==> src/rtl/msu_pkg.sv <==
// ----------------------------------------------------------------------------
// msu_pkg
// shared types and constants for the merge sort unit
// ----------------------------------------------------------------------------
`default_nettype none

package msu_pkg;

  localparam int unsigned DATA_W = 32;

  typedef logic signed [DATA_W-1:0] data_t;

  typedef enum logic [2:0] {
    S_LOAD,
    S_SETUP_I,
    S_SETUP_J,
    S_MERGE,
    S_EMIT,
    S_DRAIN
  } state_t;

endpackage

`default_nettype wire

==> src/rtl/msu_ram.sv <==
// ----------------------------------------------------------------------------
// msu_ram
// generic single-write, single-read ram with registered read data
// ----------------------------------------------------------------------------
`default_nettype none

module msu_ram #(
  parameter int unsigned WIDTH = 32,
  parameter int unsigned DEPTH = 64
) (
  input  wire logic                     clk,
  input  wire logic                     we,
  input  wire logic [$clog2(DEPTH)-1:0] waddr,
  input  wire logic [WIDTH-1:0]         wdata,
  input  wire logic [$clog2(DEPTH)-1:0] raddr,
  output      logic [WIDTH-1:0]         rdata
);

  logic [WIDTH-1:0] mem [DEPTH];

  always_ff @(posedge clk) begin
    if (we) begin
      mem[waddr] <= wdata;
    end
    rdata <= mem[raddr];
  end

endmodule

`default_nettype wire

==> src/rtl/merge_sort_unit.sv <==
// ----------------------------------------------------------------------------
// merge_sort_unit
// buffers a list of signed words and emits it in ascending order
// ----------------------------------------------------------------------------
// load: one beat per cycle while busy is low; beats past MAX_ITEMS are dropped
// sort: ceil(log2 n) bottom-up passes between two ping-pong rams,
//   one element per cycle in the merge state through the single read port
// emit: first result after the registered read in the emit state, then one result per cycle
// the receiver cannot stall
// reset clears control state only; ram contents are undefined until written
`default_nettype none

module merge_sort_unit #(
  parameter int unsigned MAX_ITEMS = 64
) (
  input  wire logic          clk,
  input  wire logic          rst,
  input  wire logic          start,
  output      logic          busy,
  input  wire msu_pkg::data_t value,
  input  wire logic          last_in,
  output      logic          strobe,
  output      msu_pkg::data_t sorted_value,
  output      logic          last_out,
  output      logic          overflow
);

  import msu_pkg::*;

  localparam int unsigned AW = $clog2(MAX_ITEMS);
  localparam int unsigned CW = $clog2(MAX_ITEMS + 1);
  localparam int unsigned XW = CW + 2;

  state_t          state, state_next;
  logic [CW-1:0]   count, count_next;
  logic            ovf, ovf_next;
  logic            sel, sel_next;
  logic [XW-1:0]   width, width_next;
  logic [CW-1:0]   lo, lo_next;
  logic [CW-1:0]   mid, mid_next;
  logic [CW-1:0]   hi, hi_next;
  logic [CW-1:0]   i, i_next;
  logic [CW-1:0]   j, j_next;
  logic [CW-1:0]   k, k_next;
  data_t           head_i, head_i_next;
  data_t           head_j, head_j_next;
  logic            pend_i, pend_i_next;
  logic            pend_j, pend_j_next;
  logic            emit_v, emit_v_next;
  logic            emit_last, emit_last_next;

  logic            we0, we1;
  logic [AW-1:0]   waddr, raddr;
  data_t           wdata;
  data_t           rd0, rd1, rd_src;
  data_t           eff_i, eff_j;
  logic            i_left, j_left, take_i;
  logic            accept;
  logic [XW-1:0]   sum_mid, sum_hi, next_lo, width_dbl;

  msu_ram #(.WIDTH(DATA_W), .DEPTH(MAX_ITEMS)) u_ram0 (
    .clk(clk), .we(we0), .waddr(waddr), .wdata(wdata), .raddr(raddr), .rdata(rd0)
  );

  msu_ram #(.WIDTH(DATA_W), .DEPTH(MAX_ITEMS)) u_ram1 (
    .clk(clk), .we(we1), .waddr(waddr), .wdata(wdata), .raddr(raddr), .rdata(rd1)
  );

  assign busy         = (state != S_LOAD);
  assign accept       = start && !busy;
  assign rd_src       = sel ? rd1 : rd0;
  assign sorted_value = rd_src;
  assign strobe       = emit_v;
  assign last_out     = emit_last;
  assign overflow     = ovf;

  assign eff_i  = pend_i ? rd_src : head_i;
  assign eff_j  = pend_j ? rd_src : head_j;
  assign i_left = (i < mid);
  assign j_left = (j < hi);
  assign take_i = i_left && (!j_left || (eff_i < eff_j));

  assign sum_mid   = XW'(lo) + width;
  assign sum_hi    = XW'(lo) + (width << 1);
  assign next_lo   = XW'(lo) + (width << 1);
  assign width_dbl = width << 1;

  always_ff @(posedge clk) begin
    if (rst) begin
      state     <= S_LOAD;
      count     <= '0;
      ovf       <= 1'b0;
      sel       <= 1'b0;
      pend_i    <= 1'b0;
      pend_j    <= 1'b0;
      emit_v    <= 1'b0;
      emit_last <= 1'b0;
    end else begin
      state     <= state_next;
      count     <= count_next;
      ovf       <= ovf_next;
      sel       <= sel_next;
      pend_i    <= pend_i_next;
      pend_j    <= pend_j_next;
      emit_v    <= emit_v_next;
      emit_last <= emit_last_next;
    end
    width  <= width_next;
    lo     <= lo_next;
    mid    <= mid_next;
    hi     <= hi_next;
    i      <= i_next;
    j      <= j_next;
    k      <= k_next;
    head_i <= head_i_next;
    head_j <= head_j_next;
  end

  always_comb begin
    state_next     = state;
    count_next     = count;
    ovf_next       = ovf;
    sel_next       = sel;
    width_next     = width;
    lo_next        = lo;
    mid_next       = mid;
    hi_next        = hi;
    i_next         = i;
    j_next         = j;
    k_next         = k;
    head_i_next    = head_i;
    head_j_next    = head_j;
    pend_i_next    = pend_i;
    pend_j_next    = pend_j;
    emit_v_next    = 1'b0;
    emit_last_next = 1'b0;
    we0            = 1'b0;
    we1            = 1'b0;
    waddr          = k[AW-1:0];
    wdata          = value;
    raddr          = k[AW-1:0];

    case (state)
      S_LOAD: begin
        waddr = count[AW-1:0];
        if (accept) begin
          if (count < CW'(MAX_ITEMS)) begin
            we0        = 1'b1;
            count_next = count + 1'b1;
          end else begin
            ovf_next = 1'b1;
          end
          if (last_in) begin
            sel_next   = 1'b0;
            width_next = XW'(1);
            lo_next    = '0;
            k_next     = '0;
            if (count_next > CW'(1)) begin
              state_next = S_SETUP_I;
            end else begin
              state_next = S_EMIT;
            end
          end
        end
      end

      S_SETUP_I: begin
        mid_next    = (sum_mid > XW'(count)) ? count : sum_mid[CW-1:0];
        hi_next     = (sum_hi > XW'(count)) ? count : sum_hi[CW-1:0];
        i_next      = lo;
        j_next      = mid_next;
        k_next      = lo;
        raddr       = lo[AW-1:0];
        pend_i_next = 1'b0;
        pend_j_next = 1'b0;
        state_next  = S_SETUP_J;
      end

      S_SETUP_J: begin
        head_i_next = rd_src;
        raddr       = j[AW-1:0];
        pend_j_next = j_left;
        state_next  = S_MERGE;
      end

      S_MERGE: begin
        we0         = sel;
        we1         = !sel;
        wdata       = take_i ? eff_i : eff_j;
        head_i_next = eff_i;
        head_j_next = eff_j;
        pend_i_next = 1'b0;
        pend_j_next = 1'b0;
        k_next      = k + 1'b1;
        if (take_i) begin
          i_next = i + 1'b1;
          raddr  = i_next[AW-1:0];
          if (i_next < mid) begin
            pend_i_next = 1'b1;
          end
        end else begin
          j_next = j + 1'b1;
          raddr  = j_next[AW-1:0];
          if (j_next < hi) begin
            pend_j_next = 1'b1;
          end
        end
        if (k_next == hi) begin
          if (next_lo >= XW'(count)) begin
            sel_next   = !sel;
            width_next = width_dbl;
            lo_next    = '0;
            k_next     = '0;
            if (width_dbl >= XW'(count)) begin
              state_next = S_EMIT;
            end else begin
              state_next = S_SETUP_I;
            end
          end else begin
            lo_next    = next_lo[CW-1:0];
            state_next = S_SETUP_I;
          end
        end
      end

      S_EMIT: begin
        raddr          = k[AW-1:0];
        emit_v_next    = 1'b1;
        k_next         = k + 1'b1;
        emit_last_next = (k_next == count);
        if (k_next == count) begin
          state_next = S_DRAIN;
        end
      end

      S_DRAIN: begin
        count_next = '0;
        ovf_next   = 1'b0;
        state_next = S_LOAD;
      end

      default: begin
        state_next = S_LOAD;
      end
    endcase
  end

  a_strobe_busy: assert property (@(posedge clk) disable iff (rst)
    strobe |-> busy)
    else $error("result beat while idle");

  a_one_pending: assert property (@(posedge clk) disable iff (rst)
    !(pend_i && pend_j))
    else $error("both merge heads waiting on the read port");

  a_merge_bound: assert property (@(posedge clk) disable iff (rst)
    (state == S_MERGE) |-> (k < hi) && (i_left || j_left))
    else $error("merge write past end of run");

  a_count_cap: assert property (@(posedge clk) disable iff (rst)
    count <= CW'(MAX_ITEMS))
    else $error("item count beyond capacity");

  a_last_ends: assert property (@(posedge clk) disable iff (rst)
    (strobe && last_out) |=> (state == S_LOAD) && !strobe)
    else $error("final beat not followed by return to load");

endmodule

`default_nettype wire

==> config.mk <==
export PLATFORM = sky130hd
export DESIGN_NAME = merge_sort_unit
export DESIGN_NICKNAME = d
export VERILOG_FILES = /design/src/rtl/msu_pkg.sv /design/src/rtl/msu_ram.sv /design/src/rtl/merge_sort_unit.sv
export SDC_FILE = /design/constraint.sdc
export NUM_CORES = 2
export LEC_CHECK = 0
export BUFFER_PORTS_ARGS = -buffer_cell sky130_fd_sc_hd__buf_2
export CAP_MARGIN = 5
export CORE_ASPECT_RATIO = 0.6
export CORE_MARGIN = 2
export CORE_UTILIZATION = 40
export DETAILED_ROUTE_END_ITERATION = 6
export GPL_ROUTABILITY_DRIVEN = 0
export PLACE_DENSITY = 0.5
export SETUP_SLACK_MARGIN = 0.1
export SLEW_MARGIN = 10
export SYNTH_ARGS = -nofsm -noshare
export SYNTH_HDL_FRONTEND = slang
export SYNTH_HIERARCHICAL = 1
export SYNTH_SLANG_ARGS = --single-unit
==> constraint.sdc <==
create_clock -name clk -period 8.6 [get_ports clk]
set_input_delay 0.86 -clock clk [delete_from_list [all_inputs] [get_ports clk]]
set_output_delay 0.86 -clock clk [all_outputs]
set_load 0.03 [all_outputs]
# Word-level counts from Yosys, hierarchy flattened
# Memory sizes are Yosys's and may differ from the RTL's. A register that Yosys moved wholly into a read port is not among the register bits.
# Index checks and enable logic that the tools add are counted.
# Widths: inputs -> output; s select.
# totals
latchBits,0
ram_bits,4096
ff_bits,131
out_inout_bits,36
input_bits,36
memories,2
rom_bits,0
# mem_list
name,words,width,read_ports,rd_ports_with_merged_regs,write_ports,line,rtl
u_ram0.mem,64,32,1,1,1,msu_ram.sv:19,logic [WIDTH-1:0] mem [DEPTH];
u_ram1.mem,64,32,1,1,1,msu_ram.sv:19,
# op_classes
n_mul,0
n_eq_ne,15
div,0
mux,64
n_bitwise,1
shift,0
order_cmp,11
n_reduce_logical,23
add_sub_neg,6
# op_table
op,n
$mux 32,5
$mux 7,14
$pmux 32 s2,1
$pmux 7 s2,4
$mux 9,4
$lt 32x32->1,1
$add 7x1->7 const B,4
$lt 7x7->1,4
$pmux 7 s4,1
$mux 3,7
$add 7x9->9,2
$ge 9x7->1,2
$gt 9x7->1,2
$mux 1,18
$pmux 6 s3,1
$pmux 9 s2,1
$ne 2x2->1 const B,8
$pmux 3 s5,1
$eq 7x7->1,2
$mux 6,2
$pmux 1 s2,4
$reduce_and 4->1,2
$reduce_bool 2->1,4
$gt 7x1->1 const B,1
16 further kinds,25

# Longest topological paths before layout
# depth
depth_word,10
depth_mapped,25
depth_no_buf,17

# Modules after synthesis
# The synthesis kept the hierarchy.
# modules_own_cells
mod,instances,seq_area_each_um2,cells_per_inst,area_each_um2
msu_ram,2,62139.6,3324,78515.3
merge_sort_unit,1,3773.6,1122,10197.3

# Worst setup path after synthesis
# OpenSTA, ideal clock, no wires.
# synth_timing
path_type,reg-to-reg
from,register sel
to,memory u_ram0.mem[0][2] (data pin)
period_less_slack_ns,7.341
path_stages_with_launch,16
setup_slack_ns,1.259
n_path_buf,3
arrival_time_ns,6.469
required_ns,7.728
cell_sequence,dfxtp_1 > buf_6 > clkbuf_1 > mux2i_1 > nand2_1 > o21ai_0 > ha_1 > a21oi_1 > nor2b_1 > o311ai_0 > a311oi_2 > o211a_1 > nor2_2 > nand2_2 > clkbuf_1 > o211ai_1
# synth_between
elab_chain_cells,7
word_cells_on_any_way,8
cone_classes,order compare: 1; mux: 5; reduce/logical: 2
# synth_rtl
element,line,rtl
start: declaration,merge_sort_unit.sv:37,"logic sel, sel_next;"
start signal: assignment,merge_sort_unit.sv:102,sel <= sel_next;
$mux 32 *,merge_sort_unit.sv:71,assign rd_src = sel ? rd1 : rd0;
"$mux 32, on equally long branches","merge_sort_unit.sv:77, merge_sort_unit.sv:78",
$lt 32x32->1,merge_sort_unit.sv:81,assign take_i = i_left && (!j_left || (eff_i < eff_j));
$logic_or 1x1->1,merge_sort_unit.sv:81,
$logic_and 1x1->1,merge_sort_unit.sv:81,
$mux 32 *,merge_sort_unit.sv:189,wdata = take_i ? eff_i : eff_j;
$mux 32 *,merge_sort_unit.sv:143,case (state)
via wdata[2],merge_sort_unit.sv:54,data_t wdata;
end: declaration,msu_ram.sv:19,
# The timed path passes the listed nets; every way through them passes the cells marked *.

# Worst setup path after layout
# layout_timing
from,register sel
to,register u_ram1.rdata[27] (read register of u_ram1.mem)
# layout_between
elab_chain_cells,7
word_cells_on_any_way,8
cone_classes,order compare: 1; mux: 5; reduce/logical: 2
# layout_rtl
element,line,rtl
$mux 32 *,merge_sort_unit.sv:71,
"$mux 32, on equally long branches","merge_sort_unit.sv:77, merge_sort_unit.sv:78",
$lt 32x32->1 *,merge_sort_unit.sv:81,
$logic_or 1x1->1 *,merge_sort_unit.sv:81,
$logic_and 1x1->1 *,merge_sort_unit.sv:81,
$mux 6 *,merge_sort_unit.sv:195,if (take_i) begin
$pmux 6 s3 *,merge_sort_unit.sv:143,
via raddr[0],merge_sort_unit.sv:53,"logic [AW-1:0] waddr, raddr;"
end: declaration,msu_ram.sv:16,output logic [WIDTH-1:0] rdata
# Marked as above.
# A chain may end at the register's enable or synchronous reset.

==> impl_metrics.yaml <==
drt:
  ant_nets: 0
  drc: 0
  drt_iter0_markers: 11700
  wirelength_um: 514000
  vias_per_cell: 6.02
  via_count: 85100
  post_drt_wl_per_cell_um: 36.4
  drt-pass1-iter-count: 6
min_path:
  hold-path-cell-count: 2
  hold_end: "count[4]$_SDFFE_PP0P_"
  hold_start: "rst"
  hp-class: "in -> reg"
cts:
  ctsHtreeMaxLevel: 5
  cts_buffers: 400
  post_cts_buffers: 0
  holdBufCountCts: 0
  cts_tree: "yes"
  root_buffer: "clkbuf_16"
  post_cts_resized: 0
  cts_sinks: 4291
  clk_latency_ns: 0.98
  clk_pin_slew_ns: 0.06
  ctsLongestPathBuffers: 4
synthesis:
  syn_avg_cell_area_um2: 21.5
  syn_inst: 7770
  synthDistinctLibCells: 82
  syn-cell-area_um2: 167000
  yosysWarnings: 6
  synth_nets: 7900
  synth-async-reset-ratio_pct: 0
  ys_seq_area_share_pct: 76.6
  synth_most_common_cell: "edfxtp_1"
  yosys_register_bits: 4291
  yosys-top-cells-count: "4,211 x edfxtp_1, 1,088 x mux4_2, 347 x nor2_1"
  ys_top_cells_by_area: "edfxtp_1 76%, mux4_2 15%, mux2i_1 1.3%"
  synth_top_cell_by_area: "edfxtp_1"
  synth_ff_type: "edfxtp_1"
  synth_edf_count: 4211
  synth_top_area_share_pct: 75.6
timing:
  tns_ns: 0
  worstMarginPinSlew_ns: 1.34
  rsz0062_at_grt: "no"
  period_needed_ns: 8.09
  hold_slack_ns: 0.367
  setup-violations-final: 0
  drv_slew: 0
  fmax_ghz: 0.124
  hold_viol: 0
  fin_crit_sh_pct: 94.1
  max-slew-margin-rel_pct: 10.2
  clock_skew_ns: 0.0801
finish:
  fin_nets: 8359
  synthToLayoutAreaGrowth_pct: 13.6
  drive_above_1_share_pct: 27.6
critical_path:
  cpPeakStageDelay_ns: 0.79
  required_ns: 9.38
  r2r_start: "sel$_SDFFE_PP0P_"
  cp-end-kind: "flip-flop"
  cp_slowest_cell: "o22ai_1"
  rrSetupSlack_ns: 0.51
  startpoint_type: "flip-flop"
  path_class: "reg -> reg"
  crit_fanout: 58
  rr_worst_depth: 19
  critPathArrivalTime_ns: 8.87
  crit_chain: "buf_4 > mux2i_1 > a21oi_1 > ha_1 > nand2_1 > nor3_1 > nand2_1 > o211ai_1 > nor4b_2 > nor2_2 > nand2_2 > o311ai_4 > buf_12 > buf_12 > buf_4 > mux4_2 > mux4_2 > o22ai_1 > nor2_1"
  regToRegEndpoint: "u_ram1/rdata[27]$_DFF_P_"
grt:
  grt_pass1_wl_um: 700000
  grt_overflow: 0
  antenna_found_initial: 34
  grt_pass1_vias: 83000
  grt_usage_pct: 23.9
  grt_start_max_net_pins: 129
die:
  core_um2: 415000
  die-area_um2: 423000
  row_count: 183
  dieHeight_um: 505
  start_util_pct: 40.3
  die_x_um: 839
  pin_count: 72
power_and_ir_drop:
  vdd.ir_drop.worst_mv: 0.354
  leakage_nw: 59.1
  power_density_nw_per_um2: 371
run_status:
  outcome: "complete, no violations"
place:
  place.port_buffers: 71
  hpwlAfterDp_um: 309000
run:
  maxCapViolCount: 0
==> per-layer routing <==
layer / vias to the layer above / track usage, % / part of all wire (%)
met2: 3820 / 33.4 / 43
met5: - / 0 / 0.0033
met4: 2 / 5.00 / 2.1
met1: 47200 / 37.3 / 45
met3: 524 / 6.51 / 10
li1: 33600 / - / -
==> how the worst max path moves through the flow <==
stage	from	endpoint	slack [ns]	cells past startpoint
after detailed placement	sel$_SDFFE_PP0P_	u_ram1/rdata[22]$_DFF_P_	0.67	20
after floorplan	sel$_SDFFE_PP0P_	u_ram0/mem[0][2]$_DFFE_PP_	1.26	15
after global placement	sel$_SDFFE_PP0P_	u_ram1/rdata[12]$_DFF_P_	0.59	20
after CTS	sel$_SDFFE_PP0P_	u_ram1/rdata[27]$_DFF_P_	0.71	20
final	sel$_SDFFE_PP0P_	u_ram1/rdata[27]$_DFF_P_	0.51	19
after global routing	sel$_SDFFE_PP0P_	u_ram1/rdata[25]$_DFF_P_	0.12	21
==> cells in the final DEF, fill, tap and decap left out, drive strengths merged, types with 8 or more instances in the layout <==
master    instances
a21o             15
a21oi           203
a22oi            27
a311oi           18
a41o              9
and2             21
and3             15
buf             481
bufinv           30
clkbuf          519
clkinv          153
clkinvlp         14
dfxtp            80
diode            23
edfxtp         4211
ha               92
inv             116
mux2             19
mux2i           219
mux4           1088
nand2           199
nand2b           20
nand3            28
nand3b           10
nand4            10
nor2            349
nor2b            36
nor3             29
o211ai           75
o21a             20
o21ai            95
o221ai           55
o22ai           173
o32ai            10
or2               9
or3               8
or3b             10
xnor2            31
xor2             11
==> where the power goes <==
part	total, mW	switching (mW)	internal, mW
registers	24.3	0.568	23.7
logic	28.5	17.5	11.0
clock network	17.6	7.88	9.70
==> worst max-delay path, delay by kind of cell, from the launching register on <==
family / cells / cell delay, ns
muxes: 3 / 1.86
adders and majority gates: 1 / 0.32
DFF: 1 / 0.72
and+or+nand+nor: 7 / 1.58
buffers and inverters: 4 / 1.50
AOI/OAI and AO/OA: 4 / 1.73
==> registers in the layout, summed over array words and instances, names as in the netlist <==
name / cells
state: 3
count: 7
k: 7
last_out: 1
lo: 7
width: 9
hi: 7
i: 7
head_j: 32
u_ram0/mem: 2048
pend_i: 1
head_i: 32
u_ram0/rdata: 32
mid: 7
j: 7
pend_j: 1
sel: 1
strobe: 1
u_ram1/rdata: 32
u_ram1/mem: 2048
overflow: 1
==> final cells by class <==
| cell class | instances | area [um^2] |
|---|---|---|
| clock inverter | 210 | 1910 |
| tap | 5550 | 6940 |
| timing repair buffer | 481 | 4050 |
| antenna | 23 | 57.6 |
| multi-input combinational | 2952 | 37800 |
| sequential | 4291 | 128000 |
| clock buffer | 519 | 10700 |
| inverter | 103 | 387 |
| fill | 34400 | 225000 |
==> logic make-up (layout without fill, tap and decap cells) <==
logic type                 Yosys count  in the layout  share of synthesized area (%)
other                                0             23                              0
AOI/OAI and AO/OA                  733            733                           2.91
xor gates and xnor gates            42             42                          0.220
and+or+nand+nor                    757            757                           2.01
DFF                               4291           4291                           76.6
adders and majority gates           94             94                          0.712
muxes                             1326           1326                           16.1
buffers and inverters              527           1313                           1.45
==> stage by stage <==
stage,utilization (%),instance area [um^2],total power [mW],cells,setup slack [ns]
floorplan,-,167000,41.2,7770,1.26
global placement,42.7,177000,53.0,13400,0.592
detailed placement,42.7,177000,53.1,13400,0.673
CTS,45.7,190000,70.7,14100,0.708
global route,45.7,190000,72.9,14100,0.123
finish,45.8,190000,70.4,14100,0.510
(Power assumes the default switching activity.)
